`src/sv/hgrc_pkg.sv`:
```
// ---------------------------------------------------------------------------
// hgrc_pkg
// Shared widths, constants, codes and controller/datapath bundles for the
// howl gain ramp calibrator.
// ---------------------------------------------------------------------------
package hgrc_pkg;

    localparam int BLOCK_MAX = 4096;

    localparam int SAMPLE_W  = 16;
    localparam int SQ_W      = 31;
    localparam int SUM_W     = 44;
    localparam int CNT_W     = 13;
    localparam int MS_W      = 31;
    localparam int GAIN_W    = 33;
    localparam int GRS_W     = 20;
    localparam int RUN_W     = 8;
    localparam int MARGIN_W  = 17;
    localparam int STEP_W    = 32;
    localparam int IDX_W     = 3;
    localparam int DIV_CNT_W = $clog2(SUM_W);

    localparam int PROD_G_W  = MS_W + GRS_W;
    localparam int PROD_C_W  = GAIN_W + MARGIN_W;
    localparam int PROD_S_W  = STEP_W + CNT_W;
    localparam int GSUM_W    = PROD_S_W + 1;
    localparam int CAND_W    = PROD_C_W - 16;

    localparam int IN_TDATA_W  = 16;
    localparam int OUT_TDATA_W = 72;

    localparam logic [GAIN_W-1:0] ONE_Q32 = 33'h1_0000_0000;
    localparam logic [RUN_W-1:0]  RUN_MAX = 8'hFF;

    localparam logic [GRS_W-1:0]    RST_GRS    = 20'd72253;
    localparam logic [GAIN_W-1:0]   RST_ARM    = 33'h0_8000_0000;
    localparam logic [RUN_W-1:0]    RST_REQ    = 8'd3;
    localparam logic [GAIN_W-1:0]   RST_MINC   = 33'd429496730;
    localparam logic [MARGIN_W-1:0] RST_MARGIN = 17'd52429;
    localparam logic [STEP_W-1:0]   RST_STEP   = 32'd44739;

    typedef enum logic [1:0] {
        CMD_SAMPLE = 2'd0,
        CMD_START  = 2'd1,
        CMD_RESET  = 2'd2,
        CMD_NONE   = 2'd3
    } t_command;

    typedef enum logic [IDX_W-1:0] {
        REG_GROWTH_RATIO_SQ = 3'd0,
        REG_ARM_GAIN        = 3'd1,
        REG_REQ_BLOCKS      = 3'd2,
        REG_MIN_CEILING     = 3'd3,
        REG_SAFETY_MARGIN   = 3'd4,
        REG_GAIN_STEP       = 3'd5
    } t_reg_idx;

    typedef struct packed {
        logic load;
        logic exec;
        logic square;
        logic accum;
        logic mul;
        logic commit;
    } t_dp_ctl;

    typedef struct packed {
        t_command cmd;
        logic     block_end;
        logic     div_done;
        logic     out_free;
    } t_dp_sts;

endpackage

```
`src/sv/hgrc_ctrl.sv`:
```
// ---------------------------------------------------------------------------
// hgrc_ctrl
// Sequencer: input beat, command decode, accumulate, divide, multiply,
// result commit.
// ---------------------------------------------------------------------------
module hgrc_ctrl (
    input  logic                i_clk,
    input  logic                i_rst_n,
    input  logic                i_in_valid,
    output logic                o_in_ready,
    input  hgrc_pkg::t_dp_sts   i_sts,
    output hgrc_pkg::t_dp_ctl   o_ctl
);
    import hgrc_pkg::*;

    typedef enum logic [5:0] {
        ST_IDLE = 6'b000001,
        ST_EXEC = 6'b000010,
        ST_ACC  = 6'b000100,
        ST_DIV  = 6'b001000,
        ST_MUL  = 6'b010000,
        ST_DEC  = 6'b100000
    } t_state;

    t_state r_state;
    t_state n_state;

    always_comb begin
        n_state = r_state;
        o_ctl   = '0;
        case (r_state)
            ST_IDLE: begin
                if (i_in_valid) begin
                    o_ctl.load = 1'b1;
                    n_state    = ST_EXEC;
                end
            end
            ST_EXEC: begin
                o_ctl.exec = 1'b1;
                if (i_sts.cmd == CMD_SAMPLE) begin
                    o_ctl.square = 1'b1;
                    n_state      = ST_ACC;
                end else begin
                    n_state = ST_IDLE;
                end
            end
            ST_ACC: begin
                o_ctl.accum = 1'b1;
                n_state     = i_sts.block_end ? ST_DIV : ST_IDLE;
            end
            ST_DIV: begin
                if (i_sts.div_done) begin
                    n_state = ST_MUL;
                end
            end
            ST_MUL: begin
                o_ctl.mul = 1'b1;
                n_state   = ST_DEC;
            end
            ST_DEC: begin
                if (i_sts.out_free) begin
                    o_ctl.commit = 1'b1;
                    n_state      = ST_IDLE;
                end
            end
            default: n_state = ST_IDLE;
        endcase
    end

    always_ff @(posedge i_clk) begin
        if (!i_rst_n) begin
            r_state <= ST_IDLE;
        end else begin
            r_state <= n_state;
        end
    end

    assign o_in_ready = (r_state == ST_IDLE);

endmodule

```
`config.mk`:
```
export PLATFORM = sky130hd
export DESIGN_NAME = hgrc_ctrl
export DESIGN_NICKNAME = d
export VERILOG_FILES = /design/src/sv/hgrc_pkg.sv /design/src/sv/hgrc_ctrl.sv
export SDC_FILE = /design/constraint.sdc
export NUM_CORES = 1
export LEC_CHECK = 0
export BUFFER_PORTS_ARGS = -buffer_cell sky130_fd_sc_hd__buf_2
export CAP_MARGIN = 25
export CORE_AREA = 2 2 39 41
export CTS_CLUSTER_SIZE = 10
export DETAILED_ROUTE_END_ITERATION = 10
export DIE_AREA = 0 0 41 43
export PLACE_DENSITY = 0.49
export SETUP_SLACK_MARGIN = 0.5
export SYNTH_ARGS = -nofsm -noshare
export SYNTH_HDL_FRONTEND = slang
export SYNTH_SLANG_ARGS = --single-unit
```
`constraint.sdc`:
```
create_clock -name i_clk -period 2 [get_ports i_clk]
set_input_delay 0.3 -clock i_clk [delete_from_list [all_inputs] [get_ports i_clk]]
set_output_delay 0.3 -clock i_clk [all_outputs]
set_load 0.05 [all_outputs]
```
==> summary by stage, run 1 <==
Synth
The share of the synthesized area in the top cell type is 31.6%. The sequential share of the synthesized area is 31.6%. After synthesis, the cell types taking the most area are sky130_fd_sc_hd__dfxtp_1, sky130_fd_sc_hd__nor2_1, sky130_fd_sc_hd__and3_1.

The net count of the mapped netlist is 54. The synthesized instance count is 46. Synthesis instantiated 26 different standard cells from the library. Summing every instance area after synthesis gives around 380 µm².

sky130_fd_sc_hd__dfxtp_1 takes more of the synthesized area than any other cell. The number of synthesis warnings is 0. The total of flip-flops plus latches after synthesis is 6. A synthesized cell averages between 8 and 9 µm².

STA
The headroom to the max-slew limit is 78.0%. The measured slew at the worst slew-check pin is 0.321 ns. The max-slew violation count is 0. Between clock sinks in the finished design, the worst skew comes to 0.00426 ns.

The ratio of final minimum period to clock period is 107%. Setup repair after global routing could not meet its margin everywhere. The hold violation count in the final report came to 0. Subtracting the final worst setup slack from the clock period gives approximately 2.1 ns. The least setup slack across all paths after layout is -0.130 ns. Setup violations remaining at the end of the flow were counted as 6. The highest achievable clock rate is 0.469 GHz.

Critical path
The type of the worst setup path is flip-flop to output pin. The maximum fanout along the worst path is 2. STA classifies the critical path startpoint as a flip-flop. For the worst flop-to-flop path, the logic depth is 7. The required arrival time at the worst endpoint is 1.70 ns. The worst setup path is captured at an output pin. The endpoint arrival time on the critical path is 1.83 ns.

GRT
The number of antenna violations at the first check in global routing is 0. The remaining global-route overflow is 0. Entering global routing, the biggest net connects 8 pins. The first global-routing pass estimated 2070 µm of wire.

Global routing used between 10% and 20% of the available tracks. The number of global-route vias before repair is 505.

Power
The share of total power in combinational logic is 67.2%. Of the total power, the clock network draws 11.6%. The switching share of power is between 40 and 50%.

Of the total power, registers draw 21.2%. The internal power of the cells totals about 0.54 mW. The power per unit of standard cell area is between 1000 and 1500 mW/mm². The analysis attributes to cell leakage a power of 0.375 nW. For this design the total switching power over the nets is 0.382 mW. IR analysis of the VDD net gives a maximum drop of around 0.88 mV. The total power of the final layout is 0.920 mW.

Die
15 I/O pins were placed. The standard cell core area is 0.00138 mm². The number of placement rows is 14. The die boundary height is 43 µm. The initial utilization of the core area, before any placement, comes to a little over a quarter. The die covers about 0.0018 mm². The die span in x is 41 µm.

Routing
The first TritonRoute pass finished after 5 iterations. The final wirelength is between 1000 and 1500 µm. In this run, the number of DRC markers left after iteration 0 of detailed routing was 4. The remaining design rule violation count is 0. The residual antenna-violating net count after detailed routing is 0. Detailed routing inserted a total of ~500 vias.

The ratio of routed vias to standard cells is 4.96. The mean routed wirelength per cell is 13.2 µm.

Placed design
The global placement routability congestion is 0.763. The area after detailed placement is 558 µm². Buffers placed on the I/O ports in this run total 14.

The post-detailed-placement half-perimeter wirelength is between 800 and 900 µm. The number of cells in the design after placement is 83.

Finish
Leaving out fill and tap cells, the most frequent cells in the layout are sky130_fd_sc_hd__buf_4, sky130_fd_sc_hd__buf_6, sky130_fd_sc_hd__buf_2. Summing all multi-input logic gate instances after layout gives 343 µm². For this run, the post-layout net count is 92. Leaving out fill and tap cells, the most frequent cell in the layout is sky130_fd_sc_hd__buf_4. The register with the most flip-flops in the layout has 6 of them.

The largest register by flop count is r_state. For this run, the number of standard cells in the final layout without fillers is 98. The largest registers in the layout are r_state (6). The proportion of layout cells with a drive suffix above 1 is 70.7%. Once layout is done, the placed cells without fillers occupy 823 µm². The repair_antennas step left the layout with diodes totalling 0. Relative to the synthesized area, the layout overhead comes to 116%.

Across the whole layout, storage elements account for 125 µm². The number of fill cells in the layout is 123.

Outcome
The run finished, with violations left. The final reports fail on setup timing.

Clock network
The number of sinks driven by the clock tree is 6. The total clock buffers created by CTS is 3. In this run the number of H-tree levels came out at 1. CTS placed an instance of sky130_fd_sc_hd__clkbuf_4 at the clock tree root. Clock-pin slew was measured on the worst setup and hold paths at 0.05 ns. The clock tree from TritonCTS is done.

The maximum root-to-sink buffer count is 2. The clock latency at the later pin of the worst-skew pair is 0.24 ns. The hold buffer count at cts is 0.

Run
Across the run, the number of max-cap violations was 0.

Hold path
Counting instances, the worst hold path has a depth of 3. The worst min-delay path category is input port to flip-flop.
power by group through the flow:
stage / clock network, mW / logic, mW / registers, mW
2_1_floorplan: 0 / 0.299 / 0.170
3_3_place_gp: 0 / 0.407 / 0.180
3_5_place_dp: 0 / 0.408 / 0.180
4_1_cts: 0.109 / 0.583 / 0.187
5_1_grt: 0.116 / 0.653 / 0.194
6_report: 0.107 / 0.618 / 0.195
metal layers:
layer  GRT usage (%)  vias up  wire length [µm]
met1            21.4      231               514
met2            28.7        9               747
met5               0        -                 0
met4            4.00        0                 6
met3            4.71        2                23
li1                -      244                 -
final timing paths:
path / startpoint / to / slack (ns)
worst max-delay path: r_state[3]$_SDFFE_PN0P_ / o_ctl[5] / -0.13
worst min-delay path: i_sts[1] / r_state[4]$_SDFFE_PN0P_ / 0.33
worst max register to register: r_state[3]$_SDFFE_PN0P_ / r_state[2]$_SDFFE_PN0P_ / -0.02
worst min register to register: r_state[4]$_SDFFE_PN0P_ / r_state[4]$_SDFFE_PN0P_ / 0.76
synthesized netlist by cell type:
| master | number |
|---|---|
| sky130_fd_sc_hd__a2111oi_0 | 1 |
| sky130_fd_sc_hd__a21o_1 | 1 |
| sky130_fd_sc_hd__a21oi_1 | 1 |
| sky130_fd_sc_hd__a311oi_1 | 1 |
| sky130_fd_sc_hd__and2_1 | 1 |
| sky130_fd_sc_hd__and3_1 | 3 |
| sky130_fd_sc_hd__dfxtp_1 | 6 |
| sky130_fd_sc_hd__inv_1 | 2 |
| sky130_fd_sc_hd__mux2i_1 | 1 |
| sky130_fd_sc_hd__nand2_1 | 3 |
| sky130_fd_sc_hd__nand2b_1 | 2 |
| sky130_fd_sc_hd__nor2_1 | 6 |
| sky130_fd_sc_hd__nor2_2 | 1 |
| sky130_fd_sc_hd__nor2b_1 | 2 |
| sky130_fd_sc_hd__nor3_1 | 3 |
| sky130_fd_sc_hd__nor3_2 | 1 |
| sky130_fd_sc_hd__nor3_4 | 1 |
| sky130_fd_sc_hd__nor4_1 | 2 |
| sky130_fd_sc_hd__o21ai_0 | 1 |
| sky130_fd_sc_hd__o21ai_1 | 1 |
| sky130_fd_sc_hd__o22ai_2 | 1 |
| sky130_fd_sc_hd__or2b_1 | 1 |
| sky130_fd_sc_hd__or3b_4 | 1 |
| sky130_fd_sc_hd__or4_1 | 1 |
| sky130_fd_sc_hd__or4_4 | 1 |
| sky130_fd_sc_hd__xor2_1 | 1 |
cells by family (layout without fill, tap and decap cells):
family                 count (synthesis)  after routing  synth area share (%)
AND/OR/NAND/NOR                       29             29                  47.7
AO/OA/AOI/OAI                          7              7                  13.8
multiplexers                           1              1                  2.63
buffers and inverters                  2             38                  1.97
flip-flops                             6              6                  31.6
XOR/XNOR                               1              1                  2.30
critical path, stage by stage, from the launching register on:
cell	delay, ns
sky130_fd_sc_hd__dfxtp_2	0.31
sky130_fd_sc_hd__or4_4	0.53
sky130_fd_sc_hd__or3b_4	0.40
sky130_fd_sc_hd__clkinvlp_4	0.08
sky130_fd_sc_hd__and2_4	0.14
sky130_fd_sc_hd__buf_8	0.13
through the flow:
stage / setup WS (ns) / TNS, ns / hold WS, ns / util, %
after detailed placement: 0.0174 / 0 / 0.569 / 40.3
after global routing: -0.167 / -0.678 / 0.328 / 59.5
final: -0.130 / -0.371 / 0.326 / 59.5
after global placement: 0.0295 / 0 / 0.572 / 40.3
after floorplan: -0.0817 / -0.0817 / 0.418 / -
after CTS: -0.136 / -0.323 / 0.320 / 53.1
final cells by class:
type | instances | area share (%)
repair buffers | 33 | 36.6
flip-flops and latches | 6 | 15.2
well taps | 16 | 2.43
multi-input cells | 38 | 41.6
inverters | 2 | 1.37
clock buffers | 3 | 2.74
repair_timing:
| item | in CTS | in global routing |
|---|---|---|
| buffers inserted | 5 | 7 |
| pin swaps | 9 | 7 |
| resized for setup | 34 | 8 |
| endpoints found under the setup margin | 12 | 12 |
| gates cloned | 0 | 0 |
(Power assumes the default switching activity.)
==> inputs of run 2 (changes only) <==
--- a/config.mk
+++ b/config.mk
@@ -7,12 +7,16 @@
 export LEC_CHECK = 0
 export BUFFER_PORTS_ARGS = -buffer_cell sky130_fd_sc_hd__buf_2
 export CAP_MARGIN = 25
-export CORE_AREA = 2 2 39 41
+export CELL_PAD_IN_SITES_DETAIL_PLACEMENT = 1
+export CELL_PAD_IN_SITES_GLOBAL_PLACEMENT = 2
+export CORE_MARGIN = 2
+export CORE_UTILIZATION = 24
 export CTS_CLUSTER_SIZE = 10
 export DETAILED_ROUTE_END_ITERATION = 10
-export DIE_AREA = 0 0 41 43
-export PLACE_DENSITY = 0.49
+export GPL_ROUTABILITY_DRIVEN = 0
+export PLACE_DENSITY = 0.69
 export SETUP_SLACK_MARGIN = 0.5
+export SKIP_LAST_GASP = 1
 export SYNTH_ARGS = -nofsm -noshare
 export SYNTH_HDL_FRONTEND = slang
 export SYNTH_SLANG_ARGS = --single-unit
==> summary by stage, run 2 (synthesis gave the netlist of run 1 again) <==
Outcome
The flow ran to the end, but the final reports show violations. The final reports fail on setup timing.

Placed design
The area after detailed placement is 558 µm² (unchanged). The count of buffers from port buffering is 14 (unchanged). The post-detailed-placement half-perimeter wirelength is 938 µm (+11%).

GRT
The first-pass GRT wire length came to 2520 µm (+22%). The number of antenna violations at the first check in global routing is 0 (unchanged). The number of global-route vias before repair is 532 (+5.3%). The largest net degree at the start of global routing is 8 (unchanged). The global-route usage over all layers came to 18.4% (+0.98 points).

The remaining global-route overflow is 0 (unchanged).

Critical path
The maximum fanout along the worst path came to 2 (unchanged). The endpoint arrival time on the critical path is 1.85 ns (+0.02 ns). The worst setup path is launched from a flip-flop.

The number of buffer and inverter instances along the worst setup path was 2 (unchanged). The cell type of the slowest stage on the worst timing path is sky130_fd_sc_hd__or4_4. The required arrival time at the worst endpoint came to 1.70 ns (about the same). The largest delay contributor family on the critical path is simple AND/OR/NAND/NOR gates.

Walking the worst path, the cells encountered are or4_4 -> or3b_4 -> clkinvlp_4 -> and2_4 -> buf_8. The biggest cell delay along the critical path was 0.53 ns (about the same). The type of the worst setup path is flip-flop to output pin. The worst setup path is captured at an output pin.

Finish
The largest registers in the layout are r_state (6). The summed area of non-filler cells in the final layout is 835 µm² (+1.4%). Counting flops per register, the top entry is r_state.

The utilization of the core after routing is 56.1% (-3.4 points). The number of antenna diodes is 0 (unchanged). The most common cell after layout, fill and taps aside is sky130_fd_sc_hd__buf_6. The flip-flop count of the largest register after layout is 6 (unchanged). Leaving out fill and tap cells, the most frequent cells in the layout are sky130_fd_sc_hd__buf_6, sky130_fd_sc_hd__buf_4, sky130_fd_sc_hd__buf_2. The post-layout net count is 93 (+1.1%). The post-synthesis to final-layout area growth is 119%. The proportion of layout cells with a drive suffix above 1 is 73.5% (+2.8 points).

Routing
The number of search-and-repair iterations in the first detailed-routing pass is 4 (-1). The remaining design rule violation count is 0 (unchanged). The final wirelength is 1570 µm (+22%). The residual antenna-violating net count after detailed routing is 0 (unchanged). The number of vias in the routed layout is 512 (+5.3%).

The ratio of routed vias to standard cells is 5.17 (+4.3%). The mean routed wirelength per cell came to 15.9 µm (+21%). The number of DRC markers after the initial detailed-route iteration is 4 (unchanged).

STA
The least setup slack across all paths after layout came to -0.148 ns (-0.0181 ns). The post-layout minimum cycle time is 2.15 ns (+0.0181 ns). The hold violation count in the final report came to 0 (unchanged).

The clock tree skew after final layout is 0.000432 ns (-0.00382 ns). The headroom to the max-slew limit is 73.0% (-5.0 points). The highest achievable clock rate is 0.466 GHz (-0.84%). Setup repair after global routing could not meet its margin everywhere.

The ratio of final minimum period to clock period is 107% (+0.91 points). The total of endpoints with negative setup slack in the final report is 5 (-1). The max-slew violation count is 0 (unchanged). The measured slew at the worst slew-check pin is 0.395 ns (+0.0738 ns).

Die
The die span in x is 43.8 µm (+6.9%). The standard cell core area is 0.00149 mm² (+7.6%). The number of placed I/O pins is 15 (unchanged). The die outline area is 0.00192 mm² (+8.9%). The effective utilization at floorplan is 25.5% (-1.9 points). The number of placement rows was 14 (unchanged). The die boundary height was 43.8 µm (+1.9%).

Hold path
The worst hold path belongs to the class input port to flip-flop.

Run
The number of max-cap violations is 0 (unchanged).

Clock network
The maximum root-to-sink buffer count was 2 (unchanged). The number of sinks driven by the clock tree is 6 (unchanged). The total clock buffers created by CTS was 3 (unchanged). The H-tree level count is 1 (unchanged).

The clock tree from TritonCTS is done. The cell sitting at the root of the clock tree is a sky130_fd_sc_hd__clkbuf_4. The clock latency at the later pin of the worst-skew pair is 0.23 ns (about the same). The clock-pin slew of the registers on the worst-case setup and hold paths was 0.04 ns (about the same). The hold buffer count at cts is 0 (unchanged).

Power
The power per unit of standard cell area is 1090 mW/mm² (-2.6%). The largest vdd supply drop came to 0.843 mV (-4.7%). The leakage component of the power is 0.379 nW (+1.2%).
[run 2: final timing paths]
check	startpoint	endpoint	slack, ns	depth (start not counted)
hold reg to reg	r_state[4]$_SDFFE_PN0P_	r_state[4]$_SDFFE_PN0P_	0.74	3
setup reg to reg	r_state[3]$_SDFFE_PN0P_	r_state[2]$_SDFFE_PN0P_	-0.03	7
hold / removal	i_sts[1]	r_state[4]$_SDFFE_PN0P_	0.36	3
setup / recovery	r_state[3]$_SDFFE_PN0P_	o_ctl[5]	-0.15	5
[run 2: worst min-delay path, stage by stage]
cell	delay, ns
sky130_fd_sc_hd__buf_2	0.13
sky130_fd_sc_hd__nand2_1	0.08
sky130_fd_sc_hd__nor3_1	0.04
[run 2: report_power, final]
part | leakage [nW] | switching [mW] | total [mW] | internal (mW)
sequential | 0.0506 | 0.0454 | 0.191 | 0.146
combinational | 0.315 | 0.298 | 0.610 | 0.312
clock | 0.0138 | 0.0389 | 0.106 | 0.0676
total | 0.379 | 0.383 | 0.908 | 0.525
[run 2: stage by stage]
step,instances,power (mW),setup TNS [ns],hold WS (ns),worst slack [ns]
after floorplan,46,0.468,-0.0817,0.418,-0.0817
after global placement,83,0.594,0,0.575,0.0218
after detailed placement,83,0.591,0,0.582,0.0135
after CTS,97,0.904,-0.376,0.320,-0.151
after global routing,99,0.958,-0.727,0.388,-0.189
final,99,0.908,-0.381,0.358,-0.148
[run 2: repair_timing]
| item | CTS | global route |
|---|---|---|
| setup buffers | 11 | 2 |
| pin swaps | 6 | 5 |
| resized for setup | 37 | 7 |
| setup endpoints to repair | 12 | 12 |
| endpoints found under the hold margin | 0 | 0 |
[run 2: area by class of cell]
class                   instances  area, µm²
inverters                       2       11.3
multi-input cells              38        342
well taps                      16       20.0
flip-flops and latches          6        126
repair buffers                 34        313
fillers                       171        654
clock buffers                   3       22.5
[run 2: metal layers]
metal,vias up,track usage [%],part of all wire (%)
met2,19,32.6,52
met5,-,0,0
met1,246,22.0,40
li1,241,-,-
met4,0,9.09,4.2
met3,6,1.25,3.6
==> inputs of run 3 (changes only) <==
--- a/config.mk
+++ b/config.mk
@@ -10,11 +10,12 @@
 export CELL_PAD_IN_SITES_DETAIL_PLACEMENT = 1
 export CELL_PAD_IN_SITES_GLOBAL_PLACEMENT = 2
 export CORE_MARGIN = 2
-export CORE_UTILIZATION = 24
+export CORE_UTILIZATION = 21
+export CTS_CLUSTER_DIAMETER = 150
 export CTS_CLUSTER_SIZE = 10
 export DETAILED_ROUTE_END_ITERATION = 10
 export GPL_ROUTABILITY_DRIVEN = 0
-export PLACE_DENSITY = 0.69
+export PLACE_DENSITY = 0.64
 export SETUP_SLACK_MARGIN = 0.5
 export SKIP_LAST_GASP = 1
 export SYNTH_ARGS = -nofsm -noshare
==> constraint.sdc (replaced) <==
create_clock -name i_clk -period 1.95 [get_ports i_clk]
set_input_delay 0.2925 -clock i_clk [delete_from_list [all_inputs] [get_ports i_clk]]
set_output_delay 0.2925 -clock i_clk [all_outputs]
set_load 0.05 [all_outputs]
==> summary by stage, run 3 (synthesis gave the netlist of run 1 again) <==
Die
The standard cell core area is 0.00171 mm² (+15%). The die boundary height came to 46.6 µm (+6.3%). The die outline area is 0.00217 mm² (+13%).

The number of placed I/O pins is 15 (unchanged). The number of placement rows is 15 (+1). The die span in x is 46.6 µm (+6.3%). The effective utilization at floorplan is 22.3% (-3.3 points).

Finish
The most common cell after layout, fill and taps aside is sky130_fd_sc_hd__buf_4. The final cell count without fillers is 111 (+12%). The largest registers in the layout are r_state (6). The summed area of non-filler cells in the final layout was 860 µm² (+3.0%). The top cell types in the final layout, fill and taps aside, are sky130_fd_sc_hd__buf_4, sky130_fd_sc_hd__buf_6, sky130_fd_sc_hd__buf_2. The flip-flop count of the largest register after layout is 6 (unchanged). The post-synthesis to final-layout area growth is 126%. The post-layout net count is 96 (+3.2%).

The number of fill cells in the layout is 207 (+21%). The number of antenna diodes was 0 (unchanged). The proportion of layout cells with a drive suffix above 1 is 72.1% (-1.4 points). The largest register by flop count is r_state.

Power
The share of total power in combinational logic is 69.4% (+2.2 points). The switching share of power came to 41.0% (-1.2 points). The internal power component came to 0.599 mW (+14%). The leakage component of the power is 0.391 nW (+3.1%). The part of the total power dissipated in the clock network came to 11.4% (-0.3 points). The power per unit of standard cell area is 1180 mW/mm² (+8.6%).

The part of the total power dissipated in sequential elements is 19.2% (-1.9 points). The largest vdd supply drop is 0.971 mV (+15%). The net switching power is 0.416 mW (+8.7%).

Routing
The final wirelength is 1570 µm (-0.38%). The number of DRC markers after the initial detailed-route iteration is 10 (+6). The remaining design rule violation count is 0 (unchanged). The mean routed wirelength per cell is 14.1 µm (-11%). The number of search-and-repair iterations in the first detailed-routing pass is 2 (-2). The ratio of routed vias to standard cells came to 4.62 (-11%). The number of vias in the routed layout is 513 (+0.20%). The residual antenna-violating net count after detailed routing is 0 (unchanged).

Critical path
The type of element capturing the critical path is an output pin. The capture point of the critical path is o_ctl[5]. Walking the worst path, the cells encountered are or4_4 -> or3b_4 -> clkinvlp_4 -> and2_4 -> buf_8.

The required arrival time at the worst endpoint is 1.66 ns (-0.04 ns). The largest individual stage delay along the critical path comes from the cell sky130_fd_sc_hd__or4_4. The reg2reg setup slack came to -0.10 ns (-0.07 ns).

The maximum fanout along the worst path is 3 (+1). The depth of the worst register-to-register path is 7 (unchanged). The sort of element at the start of the critical path is a flip-flop. The endpoint arrival time on the critical path is 1.89 ns (+0.04 ns). The startpoint of the most critical register-to-register path is r_state[5]$_SDFFE_PN0P_.

The logic depth of the worst path, buffers included is 5 (unchanged). The number of buffer and inverter instances along the worst setup path is 2 (unchanged). Grouping stages by cell kind, the critical path spends the most delay in simple AND/OR/NAND/NOR gates.

Tracing the worst setup path back leads to its startpoint at r_state[5]$_SDFFE_PN0P_. The biggest cell delay along the critical path is 0.54 ns (about the same). The type of the worst setup path is flip-flop to output pin.

The capture point of the worst reg-to-reg path is r_state[2]$_SDFFE_PN0P_.

STA
The least setup slack across all paths after layout came to -0.231 ns (-0.0823 ns). Based on the critical path, the design can be clocked at up to 0.459 GHz. Setup repair after global routing could not meet its margin everywhere. The total of endpoints with negative setup slack in the final report is 6 (+1). The clock tree skew after final layout is 0.00621 ns (+0.00578 ns). The headroom to the max-slew limit is 77.0% (+4.0 points). The measured slew at the worst slew-check pin is 0.337 ns (-0.0581 ns).

The post-layout minimum cycle time is between 2 and 2.5 ns. The max-slew violation count is 0 (unchanged). The ratio of final minimum period to clock period is 112%. The hold violation count in the final report is 0 (unchanged).

Hold path
The worst min-delay path category is input port to flip-flop.

Outcome
The final reports fail on setup timing. The run finished, with violations left.

Placed design
The post-detailed-placement half-perimeter wirelength is 935 µm (-0.38%). The area after detailed placement is 576 µm² (+3.1%). The minimum setup slack after placement came to -0.0255 ns (-0.0389 ns). The number of cells in the design after placement came to 92 (+11%). The count of buffers from port buffering is 14 (unchanged).

Clock network
The hold buffer count at cts was 0 (unchanged). The maximum root-to-sink buffer count is 2 (unchanged). The total clock buffers created by CTS is 3 (unchanged). The clock-pin slew of the registers on the worst-case setup and hold paths is 0.05 ns (about the same). The clock latency at the later pin of the worst-skew pair is 0.24 ns (about the same). The clock tree root driver cell is sky130_fd_sc_hd__clkbuf_4. The number of sinks driven by the clock tree is 6 (unchanged). The H-tree level count is 1 (unchanged). The clock tree from TritonCTS is done.

Run
The number of max-cap violations was 0 (unchanged).

GRT
The remaining global-route overflow came to 0 (unchanged). The number of antenna violations at the first check in global routing was 0 (unchanged). The global-route usage over all layers came to 15.8% (-2.6 points). The number of global-route vias before repair is 502 (-5.6%). The largest net degree at the start of global routing came to 8 (unchanged). The first-pass GRT wire length was 2280 µm (-9.3%).
run 3: changes by cell type in the layout (fill, tap and decap cells not counted):
cell and delta:
sky130_fd_sc_hd__buf_6 -3, sky130_fd_sc_hd__buf_4 +5, sky130_fd_sc_hd__buf_8 +1, sky130_fd_sc_hd__dfxtp_2 -1
sky130_fd_sc_hd__o21ai_1 +1, sky130_fd_sc_hd__o21ai_2 -1, sky130_fd_sc_hd__dfxtp_1 +1
run 3: worst min path at each step:
stage | start | to | slack (ns) | cells after the start
5_1_grt | i_sts[1] | r_state[4]$_SDFFE_PN0P_ | 0.32 | 3
3_5_place_dp | i_sts[1] | r_state[4]$_SDFFE_PN0P_ | 0.56 | 3
3_3_place_gp | i_sts[1] | r_state[4]$_SDFFE_PN0P_ | 0.56 | 3
4_1_cts | i_sts[1] | r_state[4]$_SDFFE_PN0P_ | 0.30 | 3
6_report | i_sts[1] | r_state[4]$_SDFFE_PN0P_ | 0.31 | 3
2_1_floorplan | i_sts[1] | r_state[4]$_SDFFE_PN0P_ | 0.41 | 2
run 3: through the flow:
| step | setup TNS [ns] | total power [mW] | util [%] | hold WS [ns] |
|---|---|---|---|---|
| final | -0.834 | 1.02 | 50.3 | 0.305 |
| after global routing | -1.13 | 1.08 | 50.3 | 0.325 |
| after CTS | -0.661 | 0.937 | 45.9 | 0.304 |
| after detailed placement | -0.0255 | 0.611 | 33.7 | 0.562 |
| after global placement | -0.0158 | 0.612 | 33.7 | 0.564 |
| after floorplan | -0.124 | 0.484 | - | 0.411 |
run 3: power by group through the flow:
stage	sequential, mW	clock, mW	combinational (mW)
final	0.195	0.116	0.705
after global routing	0.198	0.131	0.748
after CTS	0.194	0.120	0.623
after detailed placement	0.188	0	0.422
after global placement	0.186	0	0.425
after floorplan	0.177	0	0.307
run 3: layout make-up:
type                    count  area, µm²  area share (%)
inverters                   2       11.3            1.31
flip-flops and latches      6        125            14.6
repair buffers             37        332            38.6
well taps                  25       31.3            3.64
multi-input cells          38        338            39.3
clock buffers               3       22.5            2.62
run 3: routing by layer:
metal / track usage (%) / wire length [µm] / vias up
met5: 0 / 0 / -
met4: 9.14 / 53 / 0
met3: 3.53 / 41 / 6
met2: 26.7 / 842 / 14
met1: 17.9 / 628 / 242
li1: - / - / 251
run 3: repair_timing:
item | 4_1_cts | 5_1_grt
pin swaps | 6 | 12
setup buffers | 10 | 6
gates resized for setup | 30 | 8
endpoints found under the setup margin | 12 | 12
run 3: worst min-delay path: stages:
cell,delay [ns]
sky130_fd_sc_hd__buf_2,0.12
sky130_fd_sc_hd__nand2_1,0.06
sky130_fd_sc_hd__nor3_1,0.03
